--- src/sv/lqr_pkg.sv ---
// Shared types and constants for the linear queue with replace.
// Used by the front, back and top-level modules.
package lqr_pkg;

	localparam int DATA_W = 32;
	localparam int DEPTH  = 128;
	localparam int IDX_W  = $clog2(DEPTH);

	localparam logic [IDX_W-1:0] LAST_IDX = IDX_W'(DEPTH - 1);

	typedef logic signed [DATA_W-1:0] data_t;
	typedef logic [IDX_W-1:0]         idx_t;

	typedef enum logic [1:0] {
		OP_ENQ = 2'd0,
		OP_DEQ = 2'd1,
		OP_REP = 2'd2,
		OP_NOP = 2'd3
	} op_t;

	typedef enum logic [1:0] {
		STS_OK    = 2'd0,
		STS_FULL  = 2'd1,
		STS_EMPTY = 2'd2
	} status_t;

	typedef enum logic [1:0] {
		BK_IDLE,
		BK_REP,
		BK_RESP
	} bk_state_t;

	typedef struct packed {
		op_t   op;
		data_t value;
		data_t new_value;
	} cmd_t;

endpackage

--- src/sv/lqr_ram.sv ---
// Generic single-write, single-read RAM with registered read data.
// No package dependencies.
module lqr_ram #(
	parameter int WIDTH = 32,
	parameter int DEPTH = 128
) (
	input  logic                     clk,
	input  logic                     we,
	input  logic [$clog2(DEPTH)-1:0] waddr,
	input  logic [WIDTH-1:0]         wdata,
	input  logic                     re,
	input  logic [$clog2(DEPTH)-1:0] raddr,
	output logic [WIDTH-1:0]         rdata
);

	logic [WIDTH-1:0] mem [DEPTH];

	always_ff @(posedge clk) begin
		if (we) begin
			mem[waddr] <= wdata;
		end
		if (re) begin
			rdata <= mem[raddr];
		end
	end

endmodule

--- src/sv/lqr_front.sv ---
// Front end: accepts input transactions, decodes the opcode and buffers
// commands in a two-entry queue. Depends on lqr_pkg.
module lqr_front import lqr_pkg::*; (
	input  logic  clk,
	input  logic  arst_n,
	input  logic  in_valid,
	output logic  in_ready,
	input  logic  [1:0] opcode,
	input  data_t value,
	input  data_t new_value,
	output logic  cmd_valid,
	output cmd_t  cmd,
	input  logic  cmd_pop
);

	cmd_t       fifo_q [2];
	logic       wr_ptr_q;
	logic       rd_ptr_q;
	logic [1:0] count_q;
	logic       push;
	cmd_t       dec;

	always_comb begin
		dec.value     = value;
		dec.new_value = new_value;
		case (opcode)
			OP_ENQ:  dec.op = OP_ENQ;
			OP_DEQ:  dec.op = OP_DEQ;
			OP_REP:  dec.op = OP_REP;
			default: dec.op = OP_NOP;
		endcase
	end

	assign in_ready  = (count_q != 2'd2);
	assign push      = in_valid && in_ready;
	assign cmd_valid = (count_q != 2'd0);
	assign cmd       = fifo_q[rd_ptr_q];

	always_ff @(posedge clk) begin
		if (push) begin
			fifo_q[wr_ptr_q] <= dec;
		end
	end

	always_ff @(posedge clk or negedge arst_n) begin
		if (!arst_n) begin
			wr_ptr_q <= 1'b0;
			rd_ptr_q <= 1'b0;
			count_q  <= 2'd0;
		end else begin
			if (push) begin
				wr_ptr_q <= ~wr_ptr_q;
			end
			if (cmd_pop) begin
				rd_ptr_q <= ~rd_ptr_q;
			end
			case ({push, cmd_pop})
				2'b10:   count_q <= count_q + 2'd1;
				2'b01:   count_q <= count_q - 2'd1;
				default: count_q <= count_q;
			endcase
		end
	end

endmodule

--- src/sv/lqr_back.sv ---
// Back end: executes queued commands against the entry RAM and holds the
// result register. Depends on lqr_pkg and lqr_ram.
module lqr_back import lqr_pkg::*; (
	input  logic       clk,
	input  logic       arst_n,
	input  logic       cmd_valid,
	input  cmd_t       cmd,
	output logic       cmd_pop,
	output logic       out_valid,
	input  logic       out_ready,
	output data_t      read_data,
	output logic [1:0] status
);

	bk_state_t state_q, state_d;
	idx_t      head_q, tail_q, idx_q;
	logic      empty_q;
	data_t     match_q, new_q, res_data_q;
	status_t   res_status_q;
	logic      res_ram_q;
	logic      out_valid_q;
	data_t     read_data_q;
	status_t   status_q;

	logic      ram_we, ram_re;
	idx_t      ram_waddr, ram_raddr;
	data_t     ram_wdata;
	logic [DATA_W-1:0] ram_rdata;
	logic      out_load;
	logic      hit;

	lqr_ram #(.WIDTH(DATA_W), .DEPTH(DEPTH)) u_ram (
		.clk   (clk),
		.we    (ram_we),
		.waddr (ram_waddr),
		.wdata (ram_wdata),
		.re    (ram_re),
		.raddr (ram_raddr),
		.rdata (ram_rdata)
	);

	assign hit = (data_t'(ram_rdata) == match_q);

	always_comb begin
		state_d = state_q;
		case (state_q)
			BK_IDLE: begin
				if (cmd_valid) begin
					state_d = (cmd.op == OP_REP && !empty_q) ? BK_REP : BK_RESP;
				end
			end
			BK_REP: begin
				if (idx_q == tail_q) begin
					state_d = BK_RESP;
				end
			end
			BK_RESP: begin
				if (out_load) begin
					state_d = BK_IDLE;
				end
			end
			default: state_d = BK_IDLE;
		endcase
	end

	always_comb begin
		cmd_pop   = 1'b0;
		ram_we    = 1'b0;
		ram_waddr = '0;
		ram_wdata = cmd.value;
		ram_re    = 1'b0;
		ram_raddr = head_q;
		out_load  = 1'b0;
		case (state_q)
			BK_IDLE: begin
				cmd_pop = cmd_valid;
				if (cmd_valid) begin
					case (cmd.op)
						OP_ENQ: begin
							if (empty_q) begin
								ram_we = 1'b1;
							end else if (tail_q != LAST_IDX) begin
								ram_we    = 1'b1;
								ram_waddr = tail_q + idx_t'(1);
							end
						end
						OP_DEQ, OP_REP: begin
							ram_re = !empty_q;
						end
						default: ;
					endcase
				end
			end
			BK_REP: begin
				ram_waddr = idx_q;
				ram_wdata = new_q;
				ram_we    = hit;
				ram_raddr = idx_q + idx_t'(1);
				ram_re    = (idx_q != tail_q);
			end
			BK_RESP: begin
				out_load = !out_valid_q || out_ready;
			end
			default: ;
		endcase
	end

	always_ff @(posedge clk) begin
		if (state_q == BK_IDLE && cmd_valid) begin
			match_q      <= cmd.value;
			new_q        <= cmd.new_value;
			idx_q        <= head_q;
			res_data_q   <= '0;
			res_status_q <= STS_OK;
			res_ram_q    <= 1'b0;
			case (cmd.op)
				OP_ENQ: begin
					if (!empty_q && tail_q == LAST_IDX) begin
						res_status_q <= STS_FULL;
					end
				end
				OP_DEQ: begin
					if (empty_q) begin
						res_data_q   <= data_t'(-1);
						res_status_q <= STS_EMPTY;
					end else begin
						res_ram_q <= 1'b1;
					end
				end
				OP_REP: begin
					if (empty_q) begin
						res_status_q <= STS_EMPTY;
					end
				end
				default: ;
			endcase
		end else if (state_q == BK_REP) begin
			idx_q <= idx_q + idx_t'(1);
		end
		if (out_load) begin
			read_data_q <= res_ram_q ? data_t'(ram_rdata) : res_data_q;
			status_q    <= res_status_q;
		end
	end

	always_ff @(posedge clk or negedge arst_n) begin
		if (!arst_n) begin
			state_q     <= BK_IDLE;
			head_q      <= '0;
			tail_q      <= '0;
			empty_q     <= 1'b1;
			out_valid_q <= 1'b0;
		end else begin
			state_q <= state_d;
			if (out_load) begin
				out_valid_q <= 1'b1;
			end else if (out_ready) begin
				out_valid_q <= 1'b0;
			end
			if (state_q == BK_IDLE && cmd_valid && !empty_q && cmd.op == OP_DEQ) begin
				if (head_q >= tail_q) begin
					head_q  <= '0;
					tail_q  <= '0;
					empty_q <= 1'b1;
				end else begin
					head_q <= head_q + idx_t'(1);
				end
			end
			if (state_q == BK_IDLE && cmd_valid && cmd.op == OP_ENQ) begin
				if (empty_q) begin
					head_q  <= '0;
					tail_q  <= '0;
					empty_q <= 1'b0;
				end else if (tail_q != LAST_IDX) begin
					tail_q <= tail_q + idx_t'(1);
				end
			end
		end
	end

	assign out_valid = out_valid_q;
	assign read_data = read_data_q;
	assign status    = status_q;

	a_empty_idx: assert property (@(posedge clk) disable iff (!arst_n)
		empty_q |-> (head_q == '0 && tail_q == '0))
		else $error("empty queue with nonzero indices");

	a_order: assert property (@(posedge clk) disable iff (!arst_n)
		head_q <= tail_q)
		else $error("head beyond tail");

	a_walk: assert property (@(posedge clk) disable iff (!arst_n)
		(state_q == BK_REP) |-> (idx_q <= tail_q && idx_q >= head_q && !empty_q))
		else $error("replace walk out of range");

	a_no_overrun: assert property (@(posedge clk) disable iff (!arst_n)
		(out_valid_q && !out_ready) |=> ($stable(read_data_q) && $stable(status_q)))
		else $error("result overwritten while stalled");

endmodule

--- src/sv/linear_queue_with_replace.sv ---
// Top level of the linear queue with replace.
// Depends on lqr_pkg, lqr_front, lqr_back (and lqr_ram through lqr_back).
//
// Usage:
//   Input channel (in_valid/in_ready) carries opcode, value, new_value.
//   Opcode 0 enqueues value, 1 dequeues, 2 replaces every stored word
//   equal to value with new_value, 3 does nothing.
//   Output channel (out_valid/out_ready) returns one read_data/status
//   transaction per input transaction, in order.
//   A two-entry command queue separates the decoder from the executor, so
//   input is taken while a result waits at the output.
//   Enqueue, dequeue and no-op go from the executor's idle state straight
//   to its result stage; replace first walks the stored entries from head
//   to tail, reading ahead on the RAM read port and writing matches on the
//   separate write port. The executor takes no new command until the
//   result of the last one has been loaded into the result register.
//   Reset empties the queue (indices zero); RAM contents stay undefined.
//   When out_ready is low with a result waiting, the result register holds,
//   the executor stops after finishing its command, and in_ready drops once the command queue
//   holds two entries.
module linear_queue_with_replace import lqr_pkg::*; (
	input  logic       clk,
	input  logic       arst_n,
	input  logic       in_valid,
	output logic       in_ready,
	input  logic [1:0] opcode,
	input  data_t      value,
	input  data_t      new_value,
	output logic       out_valid,
	input  logic       out_ready,
	output data_t      read_data,
	output logic [1:0] status
);

	logic cmd_valid;
	logic cmd_pop;
	cmd_t cmd;

	lqr_front u_front (
		.clk       (clk),
		.arst_n    (arst_n),
		.in_valid  (in_valid),
		.in_ready  (in_ready),
		.opcode    (opcode),
		.value     (value),
		.new_value (new_value),
		.cmd_valid (cmd_valid),
		.cmd       (cmd),
		.cmd_pop   (cmd_pop)
	);

	lqr_back u_back (
		.clk       (clk),
		.arst_n    (arst_n),
		.cmd_valid (cmd_valid),
		.cmd       (cmd),
		.cmd_pop   (cmd_pop),
		.out_valid (out_valid),
		.out_ready (out_ready),
		.read_data (read_data),
		.status    (status)
	);

endmodule
--- config.mk ---
export PLATFORM = sky130hd
export DESIGN_NAME = linear_queue_with_replace
export DESIGN_NICKNAME = d
export VERILOG_FILES = /design/src/sv/lqr_pkg.sv /design/src/sv/lqr_ram.sv /design/src/sv/lqr_front.sv /design/src/sv/lqr_back.sv /design/src/sv/linear_queue_with_replace.sv
export SDC_FILE = /design/constraint.sdc
export NUM_CORES = 2
export LEC_CHECK = 0
export CAP_MARGIN = 20
export CORE_MARGIN = 8
export CORE_UTILIZATION = 33
export DETAILED_ROUTE_END_ITERATION = 12
export DONT_BUFFER_PORTS = 1
export HOLD_SLACK_MARGIN = 0.03
export PLACE_DENSITY_LB_ADDON = 0.25
export SETUP_SLACK_MARGIN = 0.02
export SYNTH_ARGS = -nofsm -noshare
export SYNTH_HDL_FRONTEND = slang
export SYNTH_HIERARCHICAL = 1
export SYNTH_MEMORY_MAX_BITS = 65536
export SYNTH_SLANG_ARGS = --single-unit
--- constraint.sdc ---
create_clock -name clk -period 8.43 [get_ports clk]
set_clock_uncertainty 0.05 [all_clocks]
set_input_delay 0.4215 -clock clk [delete_from_list [all_inputs] [get_ports clk]]
set_output_delay 0.4215 -clock clk [all_outputs]
set_load 0.01 [all_outputs]
* After elaboration in Yosys (flattened, before gate mapping)
Memories as Yosys holds them, arrays and structs flattened. A register that Yosys moved wholly into a read port is not among the register bits. Cells that the tools add are included.
Operators by class: equal/unequal tests 17, $add $sub $neg 5, magnitude comparators 1, bitwise logic cells 2, reductions and logical operators 19, multiplexer cells 51
Operators by type and width (number):
- 2-to-1 mux 7 bit | 16
- 2-to-1 mux 32 bit | 3
- equality test 32 bit | 1
- adder 7 x 1 -> 7 bit (second input constant) | 3
- 2-to-1 mux 1 bit | 20
- case mux 7 bit (2 select lines) | 1
- case mux 2 bit (3 select lines) | 2
- 2-to-1 mux 2 bit | 5
- equality test 2 x 1 -> 1 bit (second input constant) | 4
- equality test 2 bit (second input constant) | 4
- case mux 2 bit (2 select lines) | 2
- nonzero test 2 bit | 4
- equality test 7 bit | 1
- equality test 7 bit (second input constant) | 1
- greater-or-equal comparator 7 bit | 1
- logical AND 1 bit | 7
- != test 7 bit | 1
- != test 7 bit (second input constant) | 1
- logical NOT 2 bit | 3
- != test 2 x 1 -> 1 bit (second input constant) | 3
- case mux 1 bit (2 select lines) | 2
- AND reduction 3 bit | 1
- adder 2 x 1 -> 2 bit (second input constant) | 1
- logical NOT 1 bit | 2
- other kinds (5) | 6
Storage, ports and cells: memories 2, bits in writable memories 4228, register bits 162
Memories:
- u_back.u_ram.mem | depth 128, width 32, rd ports 1, clocked after Yosys merged registers in 1, write ports 1, RTL line lqr_ram.sv:16 | logic [WIDTH-1:0] mem [DEPTH];
- u_front.fifo_q | depth 2, width 66, rd ports 1, clocked after Yosys merged registers in 0, write ports 1, RTL line lqr_front.sv:16 | cmd_t fifo_q [2];

* Longest topological paths before layout
word-level depth 8, depth in mapped cells 14, depth with buffers taken out 11

* Cells and area by module
The synthesis kept the hierarchy.
Modules (own cells, without submodules):
- lqr_ram | instances 1, sequential area each 123958.9 µm², area an instance 156596.4 µm², cells an instance 5990
- lqr_back | instances 1, sequential area each 3724.8 µm², area an instance 5860.6 µm², cells an instance 532
- lqr_front | instances 1, sequential area each 4063.9 µm², area an instance 5069.9 µm², cells an instance 223

* Worst setup path after synthesis
No wires, ideal clock.
kind register to register, start reg u_front.count_q[0], end mem u_back.u_ram.mem[98][0] (enable), path slack 2.753 ns, cell stages (with the launch flop) 12, data arrival time 5.166 ns, cell sequence dfrtp_1 > or2_2 > or3b_1 > buf_2 > clkinv_2 > nand3_1 > nor2_1 > a21oi_1 > nor2_1 > nor2_1 > nand4_1 > nor3_1
Between the ends: elaborated cells on any way between the ends 7, those cells by class 6 x mux; 1 x reduce/logical
RTL lines:
- from (decl) | RTL line lqr_front.sv:19 | logic [1:0] count_q;
- from (signal assigned) | RTL line lqr_front.sv:58 | 2'b10: count_q <= count_q + 2'd1;
- from (signal assigned) | RTL line lqr_front.sv:59 | 2'b01: count_q <= count_q - 2'd1;
- from (signal assigned) | RTL line lqr_front.sv:60 | default: count_q <= count_q;
- nonzero test 2 bit | RTL line lqr_front.sv:36 | assign cmd_valid = (count_q != 2'd0);
- net cmd_valid | RTL line linear_queue_with_replace.sv:35 | logic cmd_valid;
- 2-to-1 mux 7 bit | RTL line lqr_back.sv:77 | if (cmd_valid) begin
- case mux 7 bit (2 select lines) | RTL line lqr_back.sv:74 | case (state_q)
- net u_back.ram_waddr[4] | RTL line lqr_back.sv:26 | idx_t ram_waddr, ram_raddr;
- to (decl) | RTL line lqr_ram.sv:16
The timed path passes the listed nets, and every way through them passes these cells.

==> results by group <==
Placement
  – Port bufs: 0
  – GPL Wtd Cong: 0.805
  – Detail Placement HPWL: 258,000 um

Detailed routing
  – Number of remaining DRC errors: 0
  – Via density: 5.27
  – Drt pass-1 iters: 8
  – Drt wl/cell: 30.9 um
  – DR WL met2: 206,000 um
  – Total routed wirelength: 442,000 um
  – M1 WL: 185,000 um
  – ANT nets after route: 0
  – Via count: 75,500
  – Top sig layer: met5
  – Met3 wire len: 38,600 um
  – 1st-iter DRT viols: 8,741

Cells and area
  – Multi-input logic area: 35,600 sq um
  – Share of layout cells above drive strength 1: 33.3%
  – Nets: 7,296
  – Final design utilization: 38.4%
  – Area grow syn2layout: 15.8%
  – # fillers: 44,700
  – Reg area: 132,000 sq um

STA
  – Tightest Pin Transition: 1.13 ns
  – Fin crit share: 74.3%
  – Final Max Tran Viols: 0
  – Final TNS setup: 0 ns
  – Period minus WS final: 6.27 ns
  – Fmax: 160 MHz
  – Final hold vios: 0
  – Worst slew margin: 23.7%
  – RSZ-0062 raised after global routing: false
  – Final setup fails: 0

Yosys
  – Most instantiated library cell after synthesis: edfxtp_1
  – Cell variety after synth: 45
  – Post-synth ARST share: 0.501%
  – Seq cells post-synth: 4,391
  – Synth Flop Type: edfxtp_1
  – Commonest cells in the netlist: edfxtp_1 (4,369), mux4_2 (1,344), clkbuf_1 (203), nand2_1 (203), nor2_1 (146)
  – Top cell type by total area after synthesis: edfxtp_1
  – Post-synthesis sequential area ratio: 78.6%
  – Number of warnings issued by yosys: 6
  – Post-Syn Instances: 6,745
  – Area share of the largest cell type after synthesis: 78.3%
  – Synth area leaders: edfxtp_1 (78%), mux4_2 (18%), mux2_2 (0.46%)
  – Post-Syn Nets: 6,830
  – Number of synthesized flops with an enable pin: 4,369
  – Mapped cell area: 168,000 sq um
  – Post-Syn Area per Cell: 24.8 sq um

Floorplanning
  – Io pins: 106
  – Row cnt: 261
  – Initial core utilization: 33.1%
  – Die Ht: 729 um
  – Die ar.: 531,000 sq um
  – Chip Width: 729 um
  – Core ar.: 506,000 sq um

Worst hold path
  – Hold crit path type: input pin to flip-flop
  – Hold path cells: 1

Setup path
  – WS Path Type: flip-flop to flip-flop
  – R2R depth: 13
  – CP startpoint kind: flip-flop
  – Worst setup EP type: flip-flop
  – Max incr delay on CP: 0.84 ns
  – Worst path required time: 9.00 ns
  – Critical path arrival: 6.83 ns
  – Crit path cell chain: mux2_2 -> inv_1 -> ha_1 -> nand4bb_1 -> nor2_1 -> nand2_1 -> a2bb2oi_1 -> nor2_1 -> nor2b_1 -> nand3_2 -> buf_4 -> nor2_4 -> buf_4
  – Crit Path Max Fanout: 35
  – Worst path slowest cell: dfrtp_4

Global route
  – First-pass GRT wire length: 618,000 um
  – Vias in the first global route: 77,800
  – Gr usage total: 16.3%
  – Initial antenna violation count: 79
  – Grt ovf: 0
  – Largest net degree at the start of global routing: 86

Clock network
  – CTS H-tree lvls: 5
  – Clk root buf: clkbuf_16
  – Worst-path clk slew: 0.07 ns
  – Clock sinks: 4,391
  – Cts bufs inserted: 435
  – Max clock buf depth: 4
  – Later-pin clock latency in the skew report: 1.01 ns
  – Setup Fix Bufs, Post-CTS: 0
  – TritonCTS clock tree: built

Power and ir drop
  – Final Power: 68.0 mW
  – Pwr Density: 350 nW/um^2
  – Peak VDD IR: 0.000313 V
  – Static leakage: 57.5 nW

Run status
  – Outcome: complete, no violations

Job
  – Max Cap Violations: 0
cells in the final DEF, fill, tap and decap left out, types with 57 or more instances in the layout:
| cell | instances |
|---|---|
| edfxtp_1 | 4369 |
| mux4_2 | 1344 |
| clkbuf_16 | 444 |
| buf_4 | 214 |
| nand2_1 | 167 |
| nor2_4 | 120 |
| dlygate4sd3_1 | 116 |
| clkinv_1 | 90 |
| clkinv_2 | 84 |
| clkbuf_1 | 83 |
| mux2_2 | 68 |
| bufinv_16 | 57 |
cell type report:
class,instances,area share (%)
flip-flops and latches,4391,67.9
multi-input cells,1994,18.3
clock buffers,527,5.89
well taps,6706,4.32
inverters,13,0.0258
clock inverters,285,1.57
diodes,31,0.0400
repair buffers,376,1.91
metrics by stage:
step	instances	worst slack, ns	hold WS (ns)	area, sq um
3_5_place_dp	13400	2.28	0.0774	178000
6_report	14300	2.16	0.152	194000
2_1_floorplan	6745	2.75	0.0759	168000
3_3_place_gp	13400	2.13	0.0774	178000
4_1_cts	14300	2.24	0.0343	194000
5_1_grt	14300	1.90	0.0758	194000
critical path, delay by kind of cell (launching register included):
family / cells / cell delay, ns
and+or+nand+nor: 7 / 3.03
AOI/OAI and AO/OA: 1 / 0.18
adders and majority gates: 1 / 0.25
DFF: 1 / 0.84
buffers and inverters: 3 / 1.03
muxes: 1 / 0.46
flip-flops by register name (all words and copies together) (netlist names), 7 cells and up:
name	count
u_back/u_ram/mem	4096
u_back/u_ram/rdata	32
u_back/head_q	7
u_back/new_q	32
u_back/match_q	32
u_back/tail_q	7
u_front/fifo_q	132
u_back/read_data	32
u_back/idx_q	7
power by group:
group          internal, mW  switching, mW  leakage [nW]
combinational          6.11           12.4          10.8
clock                  11.4           8.29          7.00
sequential             29.2          0.601          39.7
timing repair:
action                                  in CTS  in global routing
resized for setup                            0                  0
hold endpoints to repair                   187                  0
endpoints found under the setup margin       0                  0
hold buffers                               118                  0
worst paths after layout:
| check | start | endpoint | slack (ns) |
|---|---|---|---|
| max | u_front/rd_ptr_q$_DFFE_PN0P_ | u_back/u_ram/mem[21][19]$_DFFE_PP_ | 2.16 |
| min | value[10] | u_front/fifo_q[0][42]$_DFFE_PP_ | 0.15 |
| max reg2reg | u_front/rd_ptr_q$_DFFE_PN0P_ | u_back/u_ram/mem[21][19]$_DFFE_PP_ | 2.16 |
| min reg2reg | u_front/count_q[1]$_DFFE_PN0P_ | u_front/count_q[1]$_DFFE_PN0P_ | 0.45 |
| max in group asynchronous | arst_n | u_back/tail_q[6]$_DFF_PN0_ | 7.53 |
| min in group asynchronous | arst_n | u_back/head_q[5]$_DFF_PN0_ | 0.60 |
metal layers:
metal,vias to the layer above,GRT usage (%)
met1,41900,22.7
met2,2886,25.6
li1,30200,-
met3,558,4.09
met5,-,0
met4,36,4.14
kinds of logic after synthesis:
| group | after synthesis | share of synthesized area, % |
|---|---|---|
| buf+inv | 360 | 0.904 |
| simple gates | 432 | 1.07 |
| xor+xnor | 59 | 0.308 |
| mux | 1442 | 18.8 |
| compound gates | 46 | 0.167 |
| fa+ha+maj | 15 | 0.112 |
| flops | 4391 | 78.6 |
(Power assumes the default switching activity.)
